<file path="src/hdl/xrng_pkg.sv">
`default_nettype none

package xrng_pkg;

  localparam int ADDR_W = 6;
  localparam int DATA_W = 32;
  localparam int GEN_W  = 64;

  localparam int REG_WORDS_DEFAULT = 64;

  localparam logic [GEN_W-1:0] SEED = 64'h9e37_79b9_7f4a_7c15;
  localparam int SHIFT_A = 13;
  localparam int SHIFT_B = 7;
  localparam int SHIFT_C = 17;

  // Register map, word addresses
  localparam logic [ADDR_W-1:0] WORD_OUT0   = 6'h00;
  localparam logic [ADDR_W-1:0] WORD_OUT1   = 6'h01;
  localparam logic [ADDR_W-1:0] WORD_OUT2   = 6'h02;
  localparam logic [ADDR_W-1:0] WORD_OUT3   = 6'h03;
  localparam logic [ADDR_W-1:0] WORD_STATUS = 6'h04;

  localparam logic [DATA_W-1:0] READY_BIT = 32'h0000_0001;

  typedef enum logic {
    KIND_READ  = 1'b0,
    KIND_WRITE = 1'b1
  } kind_t;

endpackage

`default_nettype wire

</file>
<file path="src/hdl/xrng_bus_if.sv">
`default_nettype none

// Access request channel
interface xrng_req_if;
  import xrng_pkg::*;

  logic              valid;
  logic              ready;
  kind_t             kind;
  logic [ADDR_W-1:0] word_address;
  logic [DATA_W-1:0] write_data;

  modport source (output valid, output kind, output word_address, output write_data,
                  input ready);
  modport sink   (input valid, input kind, input word_address, input write_data,
                  output ready);
endinterface

// Access response channel
interface xrng_rsp_if;
  import xrng_pkg::*;

  logic              valid;
  logic              ready;
  logic [DATA_W-1:0] read_data;

  modport source (output valid, output read_data, input ready);
  modport sink   (input valid, input read_data, output ready);
endinterface

`default_nettype wire

</file>
<file path="src/hdl/xrng_gen.sv">
`default_nettype none

module xrng_gen (
  input  wire                          clk,
  input  wire                          rst,
  input  wire                          advance,
  output logic [xrng_pkg::GEN_W-1:0]   next_value
);
  import xrng_pkg::*;

  logic [GEN_W-1:0] state;
  logic [GEN_W-1:0] s1;
  logic [GEN_W-1:0] s2;

  // Three shift-xor steps
  always_comb begin
    s1         = state ^ (state << SHIFT_A);
    s2         = s1 ^ (s1 >> SHIFT_B);
    next_value = s2 ^ (s2 << SHIFT_C);
  end

  // Hold the state, advance on request
  always_ff @(posedge clk) begin
    if (rst) begin
      state <= SEED;
    end else if (advance) begin
      state <= next_value;
    end
  end

endmodule

`default_nettype wire

</file>
<file path="src/hdl/xorshift_rng_register_device.sv">
`default_nettype none

// Random-number register device. Each request transfer is one 32-bit read
// or write of a word address; each gives exactly one response transfer,
// read data or zero for a write. The block takes a request every cycle while
// its response side is not stalled and answers in the next cycle: a single
// result register sits between the request and response sides, and a request
// is taken whenever that register is empty or its response is being taken in the same cycle. Reading word 0 or word 2
// advances a 64-bit xorshift generator (13/7/17, fixed seed at reset) and
// returns the low half, keeping the high half for word 1 or word 3. Word 4
// reads as 1. Words from 5 up to REG_WORDS-1 (at most 63) are read/write
// storage held in a memory with a per-word valid bit, so they read as zero
// right after reset with no clearing pass; other words read as zero and
// ignore writes. No request is taken while rst is high.
module xorshift_rng_register_device #(
  parameter int REG_WORDS = xrng_pkg::REG_WORDS_DEFAULT
) (
  input  wire          clk,
  input  wire          rst,
  xrng_req_if.sink     req,
  xrng_rsp_if.source   rsp
);
  import xrng_pkg::*;

  localparam int DEPTH  = (REG_WORDS < (1 << ADDR_W)) ? REG_WORDS : (1 << ADDR_W);
  localparam int IDX_W  = $clog2(DEPTH);

  logic             accept;
  logic             in_range;
  logic             gen_advance;
  logic [GEN_W-1:0] gen_next;
  logic [IDX_W-1:0] idx;

  logic [DATA_W-1:0] mem [DEPTH];
  logic [DEPTH-1:0]  word_valid;
  logic [DATA_W-1:0] mem_rd;
  logic              mem_hit;

  logic              rsp_valid;
  logic [DATA_W-1:0] res_data;
  logic [DATA_W-1:0] res_data_next;
  logic              res_from_mem;
  logic              res_from_mem_next;
  logic [DATA_W-1:0] pair_a_high;
  logic [DATA_W-1:0] pair_b_high;

  assign req.ready = ~rst & (~rsp_valid | rsp.ready);
  assign accept    = req.valid & req.ready;
  assign in_range  = {{(32-ADDR_W){1'b0}}, req.word_address} < 32'(DEPTH);
  assign idx       = req.word_address[IDX_W-1:0];

  xrng_gen u_gen (
    .clk        (clk),
    .rst        (rst),
    .advance    (gen_advance),
    .next_value (gen_next)
  );

  // Decode the access
  always_comb begin
    gen_advance       = 1'b0;
    res_data_next     = '0;
    res_from_mem_next = 1'b0;
    if (req.kind == KIND_READ) begin
      case (req.word_address)
        WORD_OUT0, WORD_OUT2: begin
          gen_advance   = accept;
          res_data_next = gen_next[DATA_W-1:0];
        end
        WORD_OUT1:   res_data_next = pair_a_high;
        WORD_OUT3:   res_data_next = pair_b_high;
        WORD_STATUS: res_data_next = READY_BIT;
        default:     res_from_mem_next = in_range;
      endcase
    end
  end

  // Keep the high halves of the two pairs
  always_ff @(posedge clk) begin
    if (rst) begin
      pair_a_high <= '0;
      pair_b_high <= '0;
    end else if (gen_advance) begin
      if (req.word_address == WORD_OUT0) begin
        pair_a_high <= gen_next[GEN_W-1:DATA_W];
      end else begin
        pair_b_high <= gen_next[GEN_W-1:DATA_W];
      end
    end
  end

  // Storage memory: write on a write transfer to a storage word, registered read on every accepted transfer
  always_ff @(posedge clk) begin
    if (accept) begin
      if (req.kind == KIND_WRITE && in_range && req.word_address > WORD_STATUS) begin
        mem[idx] <= req.write_data;
      end
      mem_rd <= mem[idx];
    end
  end

  // Valid bit per storage word
  always_ff @(posedge clk) begin
    if (rst) begin
      word_valid <= '0;
      mem_hit    <= 1'b0;
    end else if (accept) begin
      mem_hit <= word_valid[idx];
      if (req.kind == KIND_WRITE && in_range && req.word_address > WORD_STATUS) begin
        word_valid[idx] <= 1'b1;
      end
    end
  end

  // Result register
  always_ff @(posedge clk) begin
    if (rst) begin
      rsp_valid <= 1'b0;
    end else if (accept) begin
      rsp_valid <= 1'b1;
    end else if (rsp.ready) begin
      rsp_valid <= 1'b0;
    end
  end

  always_ff @(posedge clk) begin
    if (accept) begin
      res_data     <= res_data_next;
      res_from_mem <= res_from_mem_next;
    end
  end

  assign rsp.valid     = rsp_valid;
  assign rsp.read_data = res_from_mem ? (mem_hit ? mem_rd : '0) : res_data;

endmodule

`default_nettype wire

</file>
<file path="src/flat_wrapper.sv">
// flat-port wrapper written by rule: the top's interface ports become plain ports
module xorshift_rng_register_device_flat import xrng_pkg::*;
#(
  parameter int REG_WORDS = xrng_pkg::REG_WORDS_DEFAULT
)
  (clk, rst, req_valid, req_kind, req_word_address, req_write_data, req_ready, rsp_valid, rsp_read_data, rsp_ready);
  xrng_req_if req_i ();
  xrng_rsp_if rsp_i ();
  input  wire clk;
  input  wire rst;
  input wire logic [$bits(req_i.valid)-1:0] req_valid;
  input wire logic [$bits(req_i.kind)-1:0] req_kind;
  input wire logic [$bits(req_i.word_address)-1:0] req_word_address;
  input wire logic [$bits(req_i.write_data)-1:0] req_write_data;
  output wire logic [$bits(req_i.ready)-1:0] req_ready;
  output wire logic [$bits(rsp_i.valid)-1:0] rsp_valid;
  output wire logic [$bits(rsp_i.read_data)-1:0] rsp_read_data;
  input wire logic [$bits(rsp_i.ready)-1:0] rsp_ready;
  assign req_i.valid = req_valid;
  assign req_i.kind = req_kind;
  assign req_i.word_address = req_word_address;
  assign req_i.write_data = req_write_data;
  assign req_ready = req_i.ready;
  assign rsp_valid = rsp_i.valid;
  assign rsp_read_data = rsp_i.read_data;
  assign rsp_i.ready = rsp_ready;
  xorshift_rng_register_device #(.REG_WORDS(REG_WORDS)) u_core (.clk(clk), .rst(rst), .req(req_i), .rsp(rsp_i));
endmodule
</file>
<file path="config.mk">
export PLATFORM = sky130hd
export DESIGN_NAME = xorshift_rng_register_device_flat
export DESIGN_NICKNAME = d
export VERILOG_FILES = /design/src/hdl/xrng_pkg.sv /design/src/hdl/xrng_bus_if.sv /design/src/hdl/xrng_gen.sv /design/src/hdl/xorshift_rng_register_device.sv /design/src/flat_wrapper.sv
export SDC_FILE = /design/constraint.sdc
export NUM_CORES = 2
export LEC_CHECK = 0
export BUFFER_PORTS_ARGS = -buffer_cell sky130_fd_sc_hd__clkbuf_2
export CORE_MARGIN = 1.5
export CORE_UTILIZATION = 45
export CTS_CLUSTER_DIAMETER = 60
export DETAILED_ROUTE_END_ITERATION = 16
export PLACE_DENSITY = 0.63
export RECOVER_POWER = 50
export SETUP_SLACK_MARGIN = 0.3
export SLEW_MARGIN = 15
export SYNTH_ARGS = -nofsm -noshare
export SYNTH_HDL_FRONTEND = slang
export SYNTH_SLANG_ARGS = --single-unit
</file>
<file path="constraint.sdc">
create_clock -name clk -period 5.3 [get_ports clk]
set_input_delay 0 -clock clk [delete_from_list [all_inputs] [get_ports clk]]
set_output_delay 0 -clock clk [all_outputs]
set_load 0.005 [all_outputs]
</file>
# [Word-level counts from Yosys, hierarchy flattened]
# Memories as Yosys holds them, arrays and structs flattened. A register that Yosys moved wholly into a read port is not among the register bits.
# Cells that the tools add are included.
[word_totals] ff_bits=227 ramBits=2048 in_bits=43 output_inout_bits=34 elab_cells=50 n_memories=1
[classes] n_lt_le_gt_ge=3 n_eq_ne=4 mux=15 bitwise=10 reduce_logical=9
[mem_list] name="u_core.mem" words=64 width=32 rd=1 rd_ports_with_merged_regs=1 write_ports=1 line="xorshift_rng_register_device.sv:34" rtl="logic [DATA_W-1:0] mem [DEPTH];"
[op_table] cell="one-hot mux 32 bit (4 select lines)" count=1
[op_table] cell="bitwise XOR 64 bit" count=2
[op_table] cell="2-to-1 mux 32 bit" count=2
[op_table] cell="OR 64 bit" count=1
[op_table] cell="bitwise XOR 64 x 57 -> 64 bit" count=1
[op_table] cell="equality test 6 x 2 -> 1 bit, second input constant" count=2
[op_table] cell="2-to-1 mux 1 bit" count=10
[op_table] cell="less-than comparator 6 x 7 -> 1 bit, second input constant" count=1
[op_table] cell="binary-select mux 1 bit (select 6 bit)" count=1
[op_table] cell="demux 1 bit (select 6 bit)" count=1
[op_table] cell="equality test 6 x 1 -> 1 bit, second input constant" count=1
[op_table] cell="equality test 6 x 3 -> 1 bit, second input constant" count=1
[op_table] cell="greater-or-equal comparator 6 x 1 -> 1 bit, second input constant" count=1
[op_table] cell="> comparator 6 x 3 -> 1 bit, second input constant" count=1
[op_table] cell="zero test 6 bit" count=1
[op_table] cell="AND reduction 2 bit" count=3
[op_table] cell="OR reduction 5 bit" count=1
[op_table] cell="inverter 1 bit" count=3
[op_table] cell="AND 1 bit" count=2
[op_table] cell="logical AND 1 bit" count=2
[op_table] cell="nonzero test 2 bit" count=1
[op_table] cell="OR reduction 2 bit" count=1
[op_table] cell="OR 1 bit" count=1

# [Depth between registers and ports, before layout]
[logic_depth] ltp_word=7 mapped_depth=12 depth_no_buf=7

# [Cells and area by module]
# From an unflattened synthesis, not the netlist that was laid out.
[hier_totals] hier_cells=4490 area_unflattened_um2=90763.3
[modules_own_cells] module="xorshift_rng_register_device" instances=1 cells_each=3969 area_each_um2=85637.1 seq_area_each_um2=66053.4
[modules_own_cells] module="xrng_gen" instances=1 cells_each=521 area_each_um2=5126.2 seq_area_each_um2=1281.2

# [Least setup slack after synthesis]
# OpenSTA, ideal clock, no wires.
[synth_path] path_type="reg2reg" startpoint="register u_core.rsp_valid, in the netlist u_core.rsp.valid" endpoint="memory u_core.mem[33][0], enable pin" setup_ns=0.463 t_arrival_ns=5.052 t_required_ns=4.837 setup_slack_ns=-0.215 stages_incl_launch_ff=7 path_buffers=1 synth_period_minus_slack_ns=5.515 path_cell_list="dfxtp_1 > nand2b_1 > nand3_1 > inv_1 > nand3_1 > buf_2 > nor3_1"
[synth_via] elab_chain_cells=6
[synth_lines] item="start, declared" line="xorshift_rng_register_device.sv:39" rtl="logic rsp_valid;"
[synth_lines] item="start signal, assigned" line="xorshift_rng_register_device.sv:118" rtl="rsp_valid <= 1'b0;"
[synth_lines] item="start signal, assigned" line="xorshift_rng_register_device.sv:120" rtl="rsp_valid <= 1'b1;"
[synth_lines] item="start signal, assigned" line="xorshift_rng_register_device.sv:122" rtl="rsp_valid <= 1'b0;"
[synth_lines] item="inverter 1 bit" line="xorshift_rng_register_device.sv:47" rtl="assign req.ready = ~rst & (~rsp_valid | rsp.ready);"
[synth_lines] item="OR 1 bit" line="xorshift_rng_register_device.sv:47"
[synth_lines] item="AND 1 bit" line="xorshift_rng_register_device.sv:47"
[synth_lines] item="AND 1 bit" line="xorshift_rng_register_device.sv:48" rtl="assign accept = req.valid & req.ready;"
[synth_lines] item="via u_core.accept" line="xorshift_rng_register_device.sv:28" rtl="logic accept;"
[synth_lines] item="2-to-1 mux 1 bit" line="xorshift_rng_register_device.sv:94" rtl="if (accept) begin"
[synth_lines] item="2-to-1 mux 1 bit (implied by the code)" line="xorshift_rng_register_device.sv:96" rtl="mem[idx] <= req.write_data;"
[synth_lines] item="end, declared" line="xorshift_rng_register_device.sv:34"
# The timed path passes the listed nets, and every way through them passes these cells.

# [Worst setup path in the final report]
[layout_path] startpoint="input port req_word_address[0]" endpoint="register u_core.pair_b_high[11]"
[layout_via] elab_chain_cells=5 elab_cells_between_ends=7 classes_between="1 x eq/ne; 2 x mux; 1 x bitwise; 3 x reduce/logical"
[layout_lines] item="start, declared" line="flat_wrapper.sv:13" rtl="input wire logic [$bits(req_i.word_address)-1:0] req_word_address;"
[layout_lines] item="equality test 6 x 2 -> 1 bit or zero test 6 bit (tied branches)" line="xorshift_rng_register_device.sv:65, xorshift_rng_register_device.sv:84"
[layout_lines] item="OR reduction 2 bit"
[layout_lines] item="2-to-1 mux 1 bit" line="xorshift_rng_register_device.sv:65" rtl="case (req.word_address)"
[layout_lines] item="2-to-1 mux 1 bit" line="xorshift_rng_register_device.sv:64" rtl="if (req.kind == KIND_READ) begin"
[layout_lines] item="AND reduction 2 bit (no source line) (*)"
[layout_lines] item="end signal, assigned" line="xorshift_rng_register_device.sv:87" rtl="pair_b_high <= gen_next[GEN_W-1:DATA_W];"
[layout_lines] item="end, declared" line="xorshift_rng_register_device.sv:45" rtl="logic [DATA_W-1:0] pair_b_high;"
# Every way passes the cells marked *; elsewhere a longest branch is shown, timed or not.
# A chain may end at the register's enable or synchronous reset.

==> results.toml <==
[status]
status = "complete, but fails checks"
violations = "capacitance limit, slew limit"

[synthesis]
async_reset_ff_share_pct = 0
synth_edf_count = 2113
synth.distinct_cells = 68
syn_inst = 5244
avgSynthCellArea_um2 = 17.15
yosysTopAreaCell = "edfxtp_1"
yosysWarnings = 0
ys.flop_type = "edfxtp_1"
yosysSeqAreaShare_pct = 74.88
syn_area_um2 = 89920
ys_seq_elements = 2307
synth_top_area_share_pct = 70.56
synthTopCellsByArea = "edfxtp_1 (71%), dfxtp_1 (4.3%), mux4_2 (4.1%)"

[cells_and_area]
post-route-util_pct = 51.82
area_growth_pct = 14.13
multi_input_area_um2 = 21710
final_net_count = 5657
layout_commonest_cell = "edfxtp_1"
fin_cells = 8456
design_area_um2 = 102600
fill_cells = 15880
final_cell_mix = "edfxtp_1 (2113), nand2_1 (263), a221oi_1 (241)"
drive_gt1_share_pct = 18.01
seqCellArea_um2 = 67330

[route]
num_vias = 53540
wire_per_inst_um = 34.05
vias_per_cell = 6.332
wl_mm = 288.0
first_pass_iters = 8
initialDrtViolationCount = 8513
drc = 0
antenna_left = 0

[clocking]
cts.repair.resized = 0
cts_buffers = 223
cts_setup_buffers = 0
path_clk_slew_ns = 0.06
ctsHoldBuffers = 40
clkSinkCount = 2307
tritoncts = "yes"
clock_path_buffers = 3
root_buffer = "clkbuf_16"
worstSkewPairLatency_ns = 0.90
htreeDepth = 4

[sta]
tightest_slew_ns = 3.779
setup_ws_ns = 1.141
hold_viol = 0
timing.final.crit_share_pct = 78.47
fmax_mhz = 240.4
slew_headroom_pct = -151.9
fin_setup_tns_ns = 0
min_period_ns = 4.159
fin_skew_ns = 0.04839
drv_slew = 2107
setup_viol = 0
holdWs_ns = 0.09822
grt_setup_unrepaired = "no"

[place]
dp_hpwl_mm = 163.4
place_ws_ns = 1.666
io_buffers = 76
dpl_cell_area_um2 = 95220
numPlacedInstances = 7987
globalplace.congestion = 0.8723

[grt]
track_usage_pct = 27.98
grt-busiest-layer = "met2"
grt_pass1_wl_mm = 401.2
grt_max_degree = 106
grt_use_met3_pct = 6.917
grt_pass1_vias = 51520
grt_use_met1_pct = 38.29
grt_overflow = 0
antenna_found_initial = 13
use_met2_pct = 43.63

[run]
maxCapViolations = 34

[die]
dieArea_um2 = 202500
ios = 77
core_um2 = 198000
initial_core_util_pct = 45.41
row_count = 163
die_y_um = 450.0
fp.dieW_um = 450.0

[pwr]
p_per_area_nw_per_um2 = 368.0
irDropWorstVdd_v = 0.0003566
power.total_mw = 37.77
p_leak_nw = 33.20

[worst_hold_path]
hp-class = "input pin to flip-flop"

[setup_path]
end_kind = "flip-flop"
crit_type = "input pin to flip-flop"
path_max_fanout = 60
cp_data_arrival_time_ns = 4.91
critPathRequiredTime_ns = 6.05
startpoint_type = "input pin"
state kept, by name, indices dropped and copies added (netlist names):
register,count
u_core.mem,2048
u_core.u_gen.state,64
u_core.word_valid,64
u_core.mem_rd,32
u_core.pair_a_high,32
u_core.pair_b_high,32
u_core.res_data,32
u_core.mem_hit,1
u_core.res_from_mem,1
u_core.rsp.valid,1
cells in the mapped netlist (36+ instances only):
master / n
a211oi_1: 36
a21oi_1: 160
a221o_1: 37
a221oi_1: 241
a22oi_1: 186
buf_2: 147
buf_4: 42
clkbuf_1: 134
dfxtp_1: 194
edfxtp_1: 2113
inv_1: 36
mux2_2: 206
mux2i_1: 197
mux4_2: 163
nand2_1: 264
nor2_1: 251
nor3_1: 36
o21a_1: 68
o21ai_0: 136
o22ai_1: 95
xnor2_1: 129
xor2_1: 46
path summary, 6_finish.rpt:
kind / from / to / slack [ns] / cells after the start
worst min-delay path: req_word_address[3] / u_core.mem_rd[31] / 0.1 / 4
worst max-delay path: req_word_address[0] / u_core.pair_b_high[11] / 1.14 / 9
worst max register to register: u_core.rsp.valid / u_core.mem[12][20] / 1.60 / 7
worst min register to register: u_core.pair_a_high[17] / u_core.pair_a_high[17] / 0.46 / 2
worst max-delay path, cell delays in order:
cell and delay, ns:
dlygate4sd3_1 0.56, buf_8 0.27, nor2_1 1.68, nand2_1 0.70
nor4_4 1.03, buf_12 0.28, nor2_1 0.10, nand2_1 0.11
o21ai_0 0.08
power by group:
group | switching, mW | leakage [nW] | internal [mW] | total [mW]
registers | 0.0696 | 20.7 | 20.1 | 20.1
clock network | 7.06 | 3.46 | 8.51 | 15.6
logic | 1.48 | 9.01 | 0.598 | 2.08
cell families (layout without fill, tap and decap cells):
| logic type | count (synthesis) | in the layout | synth area share, % |
|---|---|---|---|
| compound gates | 1137 | 1137 | 9.205 |
| xor+xnor | 176 | 176 | 1.729 |
| buf+inv | 397 | 806 | 2.162 |
| flops | 2307 | 2307 | 74.88 |
| mux | 570 | 570 | 8.909 |
| other cells | 1 | 164 | 0.004170 |
| simple gates | 656 | 656 | 3.111 |
per-layer routing:
layer | part of all wire [%] | routed length [µm] | up-vias
li1 | - | - | 21690
met3 | 12 | 35590 | 645
met4 | 3.9 | 11350 | 10
met5 | 0.030 | 86 | -
met1 | 38 | 108700 | 27530
met2 | 46 | 132200 | 3662
cell type report:
| cell class | count | share of cell area [%] |
|---|---|---|
| diodes | 4 | 0.009753 |
| inverters | 38 | 0.1512 |
| clock buffers | 294 | 5.875 |
| repair buffers | 345 | 2.869 |
| multi-input cells | 2699 | 21.16 |
| flip-flops and latches | 2307 | 65.61 |
| well taps | 2640 | 3.219 |
| clock inverters | 129 | 1.112 |
No activity file was read; power rests on OpenSTA's default activity.
